`src/rtl/core/lc3x_pkg.sv`:
```
`default_nettype none

package lc3x_pkg;

  localparam int unsigned XLen    = 16;
  localparam int unsigned RegAw   = 3;
  localparam int unsigned RegNum  = 8;
  localparam int unsigned FlagW   = 3;

  localparam logic [RegAw-1:0] RegLink = 3'd7;

  localparam logic [FlagW-1:0] FlagPos = 3'b001;
  localparam logic [FlagW-1:0] FlagZro = 3'b010;
  localparam logic [FlagW-1:0] FlagNeg = 3'b100;

  typedef enum logic [3:0] {
    OP_BR   = 4'd0,
    OP_ADD  = 4'd1,
    OP_LD   = 4'd2,
    OP_ST   = 4'd3,
    OP_JSR  = 4'd4,
    OP_AND  = 4'd5,
    OP_LDR  = 4'd6,
    OP_STR  = 4'd7,
    OP_RTI  = 4'd8,
    OP_NOT  = 4'd9,
    OP_LDI  = 4'd10,
    OP_STI  = 4'd11,
    OP_JMP  = 4'd12,
    OP_RES  = 4'd13,
    OP_LEA  = 4'd14,
    OP_TRAP = 4'd15
  } op_e;

  // Everything one instruction leaves behind: architectural state and the result beat.
  typedef struct packed {
    logic [XLen-1:0]  pc;
    logic [FlagW-1:0] flags;
    logic             halt;
    logic             wr;
    logic [RegAw-1:0] wreg;
    logic [XLen-1:0]  wval;
    logic             unimp;
  } exec_out_t;

endpackage

`default_nettype wire

```
`src/rtl/core/lc3x_in_if.sv`:
```
`default_nettype none

interface lc3x_in_if;
  logic        valid;
  logic        ready;
  logic [15:0] instr;

  modport source (output valid, output instr, input ready);
  modport sink   (input valid, input instr, output ready);
endinterface

`default_nettype wire

```
`src/rtl/core/lc3x_out_if.sv`:
```
`default_nettype none

interface lc3x_out_if;
  logic        valid;
  logic        ready;
  logic [15:0] fetch_address;
  logic        wrote;
  logic [2:0]  written_reg;
  logic [15:0] written_value;
  logic [2:0]  cond_flags;
  logic        halted;
  logic        unimplemented;

  modport source (
    output valid, output fetch_address, output wrote, output written_reg,
    output written_value, output cond_flags, output halted, output unimplemented,
    input ready
  );
  modport sink (
    input valid, input fetch_address, input wrote, input written_reg,
    input written_value, input cond_flags, input halted, input unimplemented,
    output ready
  );
endinterface

`default_nettype wire

```
`src/rtl/core/lc3x_cfg_if.sv`:
```
`default_nettype none

interface lc3x_cfg_if;
  logic        valid;
  logic        ready;
  logic [15:0] start_address;

  modport source (output valid, output start_address, input ready);
  modport sink   (input valid, input start_address, output ready);
endinterface

`default_nettype wire

```
`src/rtl/core/lc3x_ram.sv`:
```
`default_nettype none

module lc3x_ram #(
  parameter int unsigned Width = 16,
  parameter int unsigned Depth = 8
) (
  input  wire logic                     clk_i,
  input  wire logic                     we_i,
  input  wire logic [$clog2(Depth)-1:0] waddr_i,
  input  wire logic [Width-1:0]         wdata_i,
  input  wire logic [$clog2(Depth)-1:0] raddr_i,
  output      logic [Width-1:0]         rdata_o
);

  logic [Width-1:0] mem_q [Depth];

  always_ff @(posedge clk_i) begin
    if (we_i) begin
      mem_q[waddr_i] <= wdata_i;
    end
    rdata_o <= mem_q[raddr_i];
  end

endmodule

`default_nettype wire

```
`src/rtl/core/lc3x_regfile.sv`:
```
`default_nettype none

module lc3x_regfile
  import lc3x_pkg::*;
(
  input  wire logic             clk_i,
  input  wire logic             rst_ni,
  input  wire logic [RegAw-1:0] raddr_a_i,
  input  wire logic [RegAw-1:0] raddr_b_i,
  input  wire logic             we_i,
  input  wire logic [RegAw-1:0] waddr_i,
  input  wire logic [XLen-1:0]  wdata_i,
  output      logic [XLen-1:0]  rdata_a_o,
  output      logic [XLen-1:0]  rdata_b_o
);

  logic [RegNum-1:0] vld_q, vld_d;
  logic              vld_a_q, vld_b_q;
  logic [RegAw-1:0]  raddr_a_q, raddr_b_q;
  logic              byp_we_q;
  logic [RegAw-1:0]  byp_addr_q;
  logic [XLen-1:0]   byp_data_q;
  logic [XLen-1:0]   ram_a, ram_b;

  lc3x_ram #(.Width(XLen), .Depth(RegNum)) u_ram_a (
    .clk_i   (clk_i),
    .we_i    (we_i),
    .waddr_i (waddr_i),
    .wdata_i (wdata_i),
    .raddr_i (raddr_a_i),
    .rdata_o (ram_a)
  );

  lc3x_ram #(.Width(XLen), .Depth(RegNum)) u_ram_b (
    .clk_i   (clk_i),
    .we_i    (we_i),
    .waddr_i (waddr_i),
    .wdata_i (wdata_i),
    .raddr_i (raddr_b_i),
    .rdata_o (ram_b)
  );

  always_comb begin
    vld_d = vld_q;
    if (we_i) begin
      vld_d[waddr_i] = 1'b1;
    end
  end

  always_ff @(posedge clk_i or negedge rst_ni) begin
    if (!rst_ni) begin
      vld_q    <= '0;
      vld_a_q  <= 1'b0;
      vld_b_q  <= 1'b0;
      byp_we_q <= 1'b0;
    end else begin
      vld_q    <= vld_d;
      vld_a_q  <= vld_q[raddr_a_i];
      vld_b_q  <= vld_q[raddr_b_i];
      byp_we_q <= we_i;
    end
  end

  always_ff @(posedge clk_i) begin
    raddr_a_q  <= raddr_a_i;
    raddr_b_q  <= raddr_b_i;
    byp_addr_q <= waddr_i;
    byp_data_q <= wdata_i;
  end

  // The RAM reads before the write of the same edge; forward that write.
  always_comb begin
    if (byp_we_q && (byp_addr_q == raddr_a_q)) begin
      rdata_a_o = byp_data_q;
    end else if (vld_a_q) begin
      rdata_a_o = ram_a;
    end else begin
      rdata_a_o = '0;
    end
    if (byp_we_q && (byp_addr_q == raddr_b_q)) begin
      rdata_b_o = byp_data_q;
    end else if (vld_b_q) begin
      rdata_b_o = ram_b;
    end else begin
      rdata_b_o = '0;
    end
  end

endmodule

`default_nettype wire

```
`src/rtl/core/lc3x_exec.sv`:
```
`default_nettype none

module lc3x_exec
  import lc3x_pkg::*;
(
  input  wire logic [XLen-1:0]  instr_i,
  input  wire logic [XLen-1:0]  src_a_i,
  input  wire logic [XLen-1:0]  src_b_i,
  input  wire logic [XLen-1:0]  pc_i,
  input  wire logic [FlagW-1:0] flags_i,
  input  wire logic             halt_i,
  output      exec_out_t        res_o
);

  op_e              op;
  logic [XLen-1:0]  pc_inc;
  logic [XLen-1:0]  imm5;
  logic [XLen-1:0]  off9;
  logic [XLen-1:0]  off11;
  logic [XLen-1:0]  opnd_b;
  logic [XLen-1:0]  alu;
  logic [FlagW-1:0] alu_flags;

  assign op     = op_e'(instr_i[15:12]);
  assign pc_inc = pc_i + 16'd1;
  assign imm5   = {{11{instr_i[4]}}, instr_i[4:0]};
  assign off9   = {{7{instr_i[8]}}, instr_i[8:0]};
  assign off11  = {{5{instr_i[10]}}, instr_i[10:0]};
  assign opnd_b = instr_i[5] ? imm5 : src_b_i;

  always_comb begin
    case (op)
      OP_ADD:  alu = src_a_i + opnd_b;
      OP_AND:  alu = src_a_i & opnd_b;
      OP_NOT:  alu = ~src_a_i;
      default: alu = pc_inc;
    endcase
  end

  always_comb begin
    if (alu == '0) begin
      alu_flags = FlagZro;
    end else if (alu[XLen-1]) begin
      alu_flags = FlagNeg;
    end else begin
      alu_flags = FlagPos;
    end
  end

  always_comb begin
    res_o       = '0;
    res_o.pc    = pc_i;
    res_o.flags = flags_i;
    res_o.halt  = halt_i;
    if (!halt_i) begin
      res_o.pc = pc_inc;
      case (op)
        OP_ADD, OP_AND, OP_NOT: begin
          res_o.wr    = 1'b1;
          res_o.wreg  = instr_i[11:9];
          res_o.wval  = alu;
          res_o.flags = alu_flags;
        end
        OP_BR: begin
          if (|(instr_i[11:9] & flags_i)) begin
            res_o.pc = pc_inc + off9;
          end
        end
        OP_JMP: begin
          res_o.pc = src_a_i;
        end
        OP_JSR: begin
          res_o.wr   = 1'b1;
          res_o.wreg = RegLink;
          res_o.wval = pc_inc;
          if (instr_i[11]) begin
            res_o.pc = pc_inc + off11;
          end else if (instr_i[8:6] == RegLink) begin
            // link register is written first, so the base reads the new value
            res_o.pc = pc_inc;
          end else begin
            res_o.pc = src_a_i;
          end
        end
        OP_TRAP: begin
          res_o.halt = 1'b1;
        end
        OP_RTI, OP_RES: begin
        end
        default: begin
          res_o.unimp = 1'b1;
        end
      endcase
    end
  end

endmodule

`default_nettype wire

```
`src/rtl/core/lc3_subset_execute_unit_top.sv`:
```
`default_nettype none

// Executes a subset of the LC-3 instruction set, one instruction word per input beat.
// Supported are ADD, AND, NOT, BR, JMP, JSR/JSRR and TRAP (which halts the unit);
// loads, stores and LEA only raise the unimplemented bit. Each beat returns exactly one
// result beat carrying the next fetch address, the register write and the N/Z/P flags.
// Throughput is one instruction per clock while the output is not stalled; an accepted
// instruction waits in the input register while the register file is read, then the
// execute logic loads the result register. The register file is a RAM
// with registered reads and a forwarding path from the write of the same edge, which is
// what lets dependent instructions follow back to back. After a TRAP every beat is
// answered with the current state and halted set. Writing start_address loads the PC;
// do so only while no instruction is in flight.
module lc3_subset_execute_unit_top
  import lc3x_pkg::*;
(
  input  wire logic   clk_i,
  input  wire logic   rst_ni,
  lc3x_cfg_if.sink    cfg_i,
  lc3x_in_if.sink     in_i,
  lc3x_out_if.source  out_o
);

  logic             in_vld_q, in_vld_d;
  logic [XLen-1:0]  instr_q;
  logic             in_rdy;
  logic             in_acc;
  logic             ex_fire;
  logic [XLen-1:0]  pc_q, pc_d;
  logic [FlagW-1:0] flags_q, flags_d;
  logic             halt_q, halt_d;
  logic             out_vld_q, out_vld_d;
  exec_out_t        res_q;
  exec_out_t        ex_res;
  logic [XLen-1:0]  rd_instr;
  logic [XLen-1:0]  src_a;
  logic [XLen-1:0]  src_b;

  assign ex_fire = in_vld_q && (!out_vld_q || out_o.ready);
  assign in_rdy  = !in_vld_q || ex_fire;
  assign in_acc  = in_i.valid && in_rdy;

  assign in_i.ready  = in_rdy;
  assign cfg_i.ready = 1'b1;

  // Read the operands of whichever beat sits in the input register next cycle.
  assign rd_instr = in_rdy ? in_i.instr : instr_q;

  lc3x_regfile u_regfile (
    .clk_i     (clk_i),
    .rst_ni    (rst_ni),
    .raddr_a_i (rd_instr[8:6]),
    .raddr_b_i (rd_instr[2:0]),
    .we_i      (ex_fire && ex_res.wr),
    .waddr_i   (ex_res.wreg),
    .wdata_i   (ex_res.wval),
    .rdata_a_o (src_a),
    .rdata_b_o (src_b)
  );

  lc3x_exec u_exec (
    .instr_i (instr_q),
    .src_a_i (src_a),
    .src_b_i (src_b),
    .pc_i    (pc_q),
    .flags_i (flags_q),
    .halt_i  (halt_q),
    .res_o   (ex_res)
  );

  always_comb begin
    in_vld_d  = in_vld_q;
    pc_d      = pc_q;
    flags_d   = flags_q;
    halt_d    = halt_q;
    out_vld_d = out_vld_q;
    if (in_acc) begin
      in_vld_d = 1'b1;
    end else if (ex_fire) begin
      in_vld_d = 1'b0;
    end
    if (ex_fire) begin
      pc_d      = ex_res.pc;
      flags_d   = ex_res.flags;
      halt_d    = ex_res.halt;
      out_vld_d = 1'b1;
    end else if (out_o.ready) begin
      out_vld_d = 1'b0;
    end
    if (cfg_i.valid) begin
      pc_d = cfg_i.start_address;
    end
  end

  always_ff @(posedge clk_i or negedge rst_ni) begin
    if (!rst_ni) begin
      in_vld_q  <= 1'b0;
      pc_q      <= '0;
      flags_q   <= '0;
      halt_q    <= 1'b0;
      out_vld_q <= 1'b0;
    end else begin
      in_vld_q  <= in_vld_d;
      pc_q      <= pc_d;
      flags_q   <= flags_d;
      halt_q    <= halt_d;
      out_vld_q <= out_vld_d;
    end
  end

  always_ff @(posedge clk_i) begin
    if (in_acc) begin
      instr_q <= in_i.instr;
    end
    if (ex_fire) begin
      res_q <= ex_res;
    end
  end

  assign out_o.valid         = out_vld_q;
  assign out_o.fetch_address = res_q.pc;
  assign out_o.wrote         = res_q.wr;
  assign out_o.written_reg   = res_q.wreg;
  assign out_o.written_value = res_q.wval;
  assign out_o.cond_flags    = res_q.flags;
  assign out_o.halted        = res_q.halt;
  assign out_o.unimplemented = res_q.unimp;

endmodule

`default_nettype wire
```
`src/flat_wrapper.sv`:
```
// flat-port wrapper written by rule: the top's interface ports become plain ports
module lc3_subset_execute_unit_top_flat import lc3x_pkg::*;
  (clk_i, rst_ni, cfg_i_valid, cfg_i_start_address, cfg_i_ready, in_i_valid, in_i_instr, in_i_ready, out_o_valid, out_o_fetch_address, out_o_wrote, out_o_written_reg, out_o_written_value, out_o_cond_flags, out_o_halted, out_o_unimplemented, out_o_ready);
  lc3x_cfg_if cfg_i_i ();
  lc3x_in_if in_i_i ();
  lc3x_out_if out_o_i ();
  input  wire logic clk_i;
  input  wire logic rst_ni;
  input wire logic [$bits(cfg_i_i.valid)-1:0] cfg_i_valid;
  input wire logic [$bits(cfg_i_i.start_address)-1:0] cfg_i_start_address;
  output wire logic [$bits(cfg_i_i.ready)-1:0] cfg_i_ready;
  input wire logic [$bits(in_i_i.valid)-1:0] in_i_valid;
  input wire logic [$bits(in_i_i.instr)-1:0] in_i_instr;
  output wire logic [$bits(in_i_i.ready)-1:0] in_i_ready;
  output wire logic [$bits(out_o_i.valid)-1:0] out_o_valid;
  output wire logic [$bits(out_o_i.fetch_address)-1:0] out_o_fetch_address;
  output wire logic [$bits(out_o_i.wrote)-1:0] out_o_wrote;
  output wire logic [$bits(out_o_i.written_reg)-1:0] out_o_written_reg;
  output wire logic [$bits(out_o_i.written_value)-1:0] out_o_written_value;
  output wire logic [$bits(out_o_i.cond_flags)-1:0] out_o_cond_flags;
  output wire logic [$bits(out_o_i.halted)-1:0] out_o_halted;
  output wire logic [$bits(out_o_i.unimplemented)-1:0] out_o_unimplemented;
  input wire logic [$bits(out_o_i.ready)-1:0] out_o_ready;
  assign cfg_i_i.valid = cfg_i_valid;
  assign cfg_i_i.start_address = cfg_i_start_address;
  assign cfg_i_ready = cfg_i_i.ready;
  assign in_i_i.valid = in_i_valid;
  assign in_i_i.instr = in_i_instr;
  assign in_i_ready = in_i_i.ready;
  assign out_o_valid = out_o_i.valid;
  assign out_o_fetch_address = out_o_i.fetch_address;
  assign out_o_wrote = out_o_i.wrote;
  assign out_o_written_reg = out_o_i.written_reg;
  assign out_o_written_value = out_o_i.written_value;
  assign out_o_cond_flags = out_o_i.cond_flags;
  assign out_o_halted = out_o_i.halted;
  assign out_o_unimplemented = out_o_i.unimplemented;
  assign out_o_i.ready = out_o_ready;
  lc3_subset_execute_unit_top u_core (.clk_i(clk_i), .rst_ni(rst_ni), .cfg_i(cfg_i_i), .in_i(in_i_i), .out_o(out_o_i));
endmodule
```
`config.mk`:
```
export PLATFORM = sky130hd
export DESIGN_NAME = lc3_subset_execute_unit_top_flat
export DESIGN_NICKNAME = d
export VERILOG_FILES = /design/src/rtl/core/lc3x_pkg.sv /design/src/rtl/core/lc3x_in_if.sv /design/src/rtl/core/lc3x_out_if.sv /design/src/rtl/core/lc3x_cfg_if.sv /design/src/rtl/core/lc3x_ram.sv /design/src/rtl/core/lc3x_regfile.sv /design/src/rtl/core/lc3x_exec.sv /design/src/rtl/core/lc3_subset_execute_unit_top.sv /design/src/flat_wrapper.sv
export SDC_FILE = /design/constraint.sdc
export NUM_CORES = 1
export LEC_CHECK = 0
export ABC_AREA = 1
export BUFFER_PORTS_ARGS = -buffer_cell sky130_fd_sc_hd__buf_2
export CAP_MARGIN = 20
export CORE_MARGIN = 2
export CORE_UTILIZATION = 28
export CTS_CLUSTER_DIAMETER = 120
export DETAILED_ROUTE_END_ITERATION = 8
export GPL_ROUTABILITY_DRIVEN = 0
export PLACE_DENSITY = 0.51
export SYNTH_ARGS = -nofsm -noshare
export SYNTH_HDL_FRONTEND = slang
export SYNTH_SLANG_ARGS = --single-unit
```
`constraint.sdc`:
```
create_clock -name clk_i -period 7.5 [get_ports clk_i]
set_clock_uncertainty 0.15 [all_clocks]
set_input_delay 0.375 -clock clk_i [delete_from_list [all_inputs] [get_ports clk_i]]
set_output_delay 0.375 -clock clk_i [all_outputs]
set_load 0.005 [all_outputs]
```
==> metrics.md <==
| Metric | Value |
|---|---|
| Worst Tran Pin Value | 0.959 ns |
| Sequential Area | 7520 um2 |
| CTS tree | done |
| Fraction of layout cells with a size suffix above 1 | 0.110 |
| P per Cell Area | 240 nW/um2 |
| Final hold vios | 0 |
| Mean Syn Cell Area | 8.19 um2 |
| Crit-path max FO | 5 |
| CP startpoint | u_core.pc_q[0] |
| GRT Residual Overflow | 0 |
| Crit path arrival time | 4.50 ns |
| Post-layout min period | 4.21 ns |
| Global-route wire length before repair | 77500 um |
| Worst-case reg-to-reg path depth | 21 |
| Cell variety after synth | 54 |
| Overall die height | 238 um |
| CTS sink count | 275 |
| Area post-placement | 16400 um2 |
| Max reg flops | 112 |
| Post-Syn Area | 15300 um2 |
| Synth Net Count | 1940 |
| Root buf cell | clkbuf_16 |
| Fillers | 5632 |
| Worst hold path depth | 3 |
| Seq cells post-synth | 275 |
| Via count | 13.7k |
| Worst VDD drop | 0.193 mV |
| Setup repair after global routing missed its margin | false |
| Lkg Pwr | 7.53 nW |
| Status | finished, final reports clean |
| Kind of critical path | register to register |
| Drt first pass iters | 8 |
| Worst setup EP type | register |
| CTS Buf Count | 30 |
| Clock-pin slew on the worst setup and hold paths | 0.07 ns |
| First-iteration detailed-routing DRC count | 1312 |
| Setup ws final | 3.29 ns |
| # IOs | 81 |
| Post-Synthesis Cells | 1865 |
| Sequential share of the synthesized area | 0.492 |
| Worst r2r src | u_core.pc_q[0] |
| Worst hold-check path type | input pin to register |
| Commonest cells after routing, fill and taps aside | 327 x nand2_1, 263 x inv_1, 244 x o21ai_0 |
| Clk buf depth | 3 |
| Total Nets Final | 2027 |
| Largest net degree at the start of global routing | 138 |
| Remaining DRCs | 0 |
| Routed WL | 50700 um |
| Die ar. | 56400 um2 |
| Number of flops mapped to enable cells by yosys | 185 |
| Endpoints failing setup | 0 |
| Ys async rst share | 0.120 |
| Clk_lat worst skew | 0.61 ns |
| Data required, critical path | 7.79 ns |
| Final Util | 0.332 |
| Ratio of final minimum period to clock period | 0.561 |
| Wire length per cell | 19.0 um |
| Ys Warns | 0 |
| Antenna-violating nets left | 0 |
| Commonest non-fill, non-tap cell in the layout | nand2_1 |
| Antenna Cells | 0 |
| Achievable Freq | 0.238 GHz |
| Postcts setup bufs | 0 |
| Max-Cap Viols | 0 |
| Core Region | 53900 um2 |
| Setup Slack @ Placement | 3.38 ns |
| Largest register by flop count | u_core.u_regfile.u_ram_b.mem_q |
| # port buffers | 79 |
| Most used DFF post-synth | edfxtp_1 |
| Site Rows | 85 |
| R2R setup slack | 3.29 ns |
| Initial Util | 0.283 |
| Setup TNS | 0 ns |
| Worst setup SP type | register |
| Vias in the first global route | 13.1k |
| Post-route cell area | 17900 um2 |
| Fin. max-slew vios | 0 |
| Global Route Usage Sum | 0.177 |
| Multi-input logic area | 6430 um2 |
| Hold path start | cfg_i_valid |
| HPWL Detailed | 35400 um |
| Die width | 238 um |
| Slew HR | 0.358 |
| Htree depth | 1 |
| Initial antenna violation count | 1 |
| Via density per instance | 5.11 |
| Area Growth Syn to Fin | 17.0% |
==> worst paths after layout <==
check	endpoint
max in group asynchronous	u_core.u_regfile.vld_a_q
worst max register to register	u_core.pc_q[14]
min in group asynchronous	u_core.u_regfile.vld_q[5]
worst min register to register	u_core.u_regfile.vld_q[1]
worst min-delay path	u_core.pc_q[13]
worst max-delay path	u_core.pc_q[14]
==> report_power, final <==
part	switching, W	internal, W	leakage [nW]
sequential	0.0000719	0.00170	2.91
clock	0.000640	0.000906	0.499
combinational	0.000649	0.000313	4.12
==> cell usage after synthesis (all sizes together) (2+ instances only) <==
cell     instances  area (um2)
nand3           96         518
dfxtp           57        1140
nor2           125         502
clkinv           3        11.3
mux2i            2        20.0
a21boi           2        15.0
nand3b           8        72.6
xnor2            5        43.8
clkbuf          78         293
a22oi            2        15.0
or2             16         100
nor3            13        65.1
or3              2        12.5
o221ai           6        58.8
a31oi           40         250
o21a             2        15.0
nand2          337        1310
a211oi           3        22.5
xor2            10        87.6
o21ai          259        1310
a221oi           5        43.8
buf              5        32.5
inv            273        1020
a21oi          193         973
o22ai           15        93.8
o211ai          28         210
nand4           10        62.6
o2111ai          7        61.3
edfxtp         185        5560
dfrtp           33         826
ha              37         463
==> metrics by stage <==
| step | power [W] | hold slack [ns] | instances |
|---|---|---|---|
| after global placement | 0.00273 | 0.312 | 2577 |
| after floorplan | 0.00243 | -0.0706 | 1865 |
| after CTS | 0.00431 | 0.0443 | 2669 |
| final | 0.00428 | 0.0756 | 2672 |
| after detailed placement | 0.00273 | 0.321 | 2578 |
| after global routing | 0.00450 | 0.0708 | 2672 |
==> critical path: stages, from the launching register on <==
cell and delay [ns]:
dfrtp_1 0.44, nand3_1 0.13, inv_1 0.07, nand2_1 0.06, nor2_1 0.12, inv_1 0.08
nor2_1 0.12, nand3_1 0.14, nor2_2 0.17, xor2_1 0.46, inv_1 0.21, ha_1 0.39
a21oi_1 0.22, o21ai_0 0.11, a21oi_1 0.17, a21oi_1 0.08, o21ai_0 0.21, o221ai_1 0.22
o21ai_0 0.22, o21ai_0 0.13, nand2_1 0.08, o211ai_1 0.07
==> cell type report <==
type	instances	area share
Clock buffer	38	0.0454
Clock inverter	18	0.0127
Inverter	276	0.0581
Multi-Input combinational cell	1231	0.360
Sequential cell	275	0.421
Tap cell	696	0.0487
Timing Repair Buffer	138	0.0545
==> timing repair <==
action                                 CTS  global route
endpoints found under the hold margin   67             0
hold buffers                            35             0
gates resized for setup                  0             0
setup endpoints to repair                0             0
==> per-layer routing <==
metal  up-vias  wire (um)  global-route usage
li1       6529          -                   -
met1      6516      22200               0.230
met2       493      23100               0.291
met3       117       2970              0.0274
met4         0       2420              0.0766
met5         -          0                   0
==> cells by family after synthesis <==
family	synth area share
xor+xnor	0.00860
flops	0.492
other cells	0.000245
compound gates	0.203
fa+ha+maj	0.0316
mux	0.00131
simple gates	0.174
buf+inv	0.0891
(Power assumes the default switching activity.)
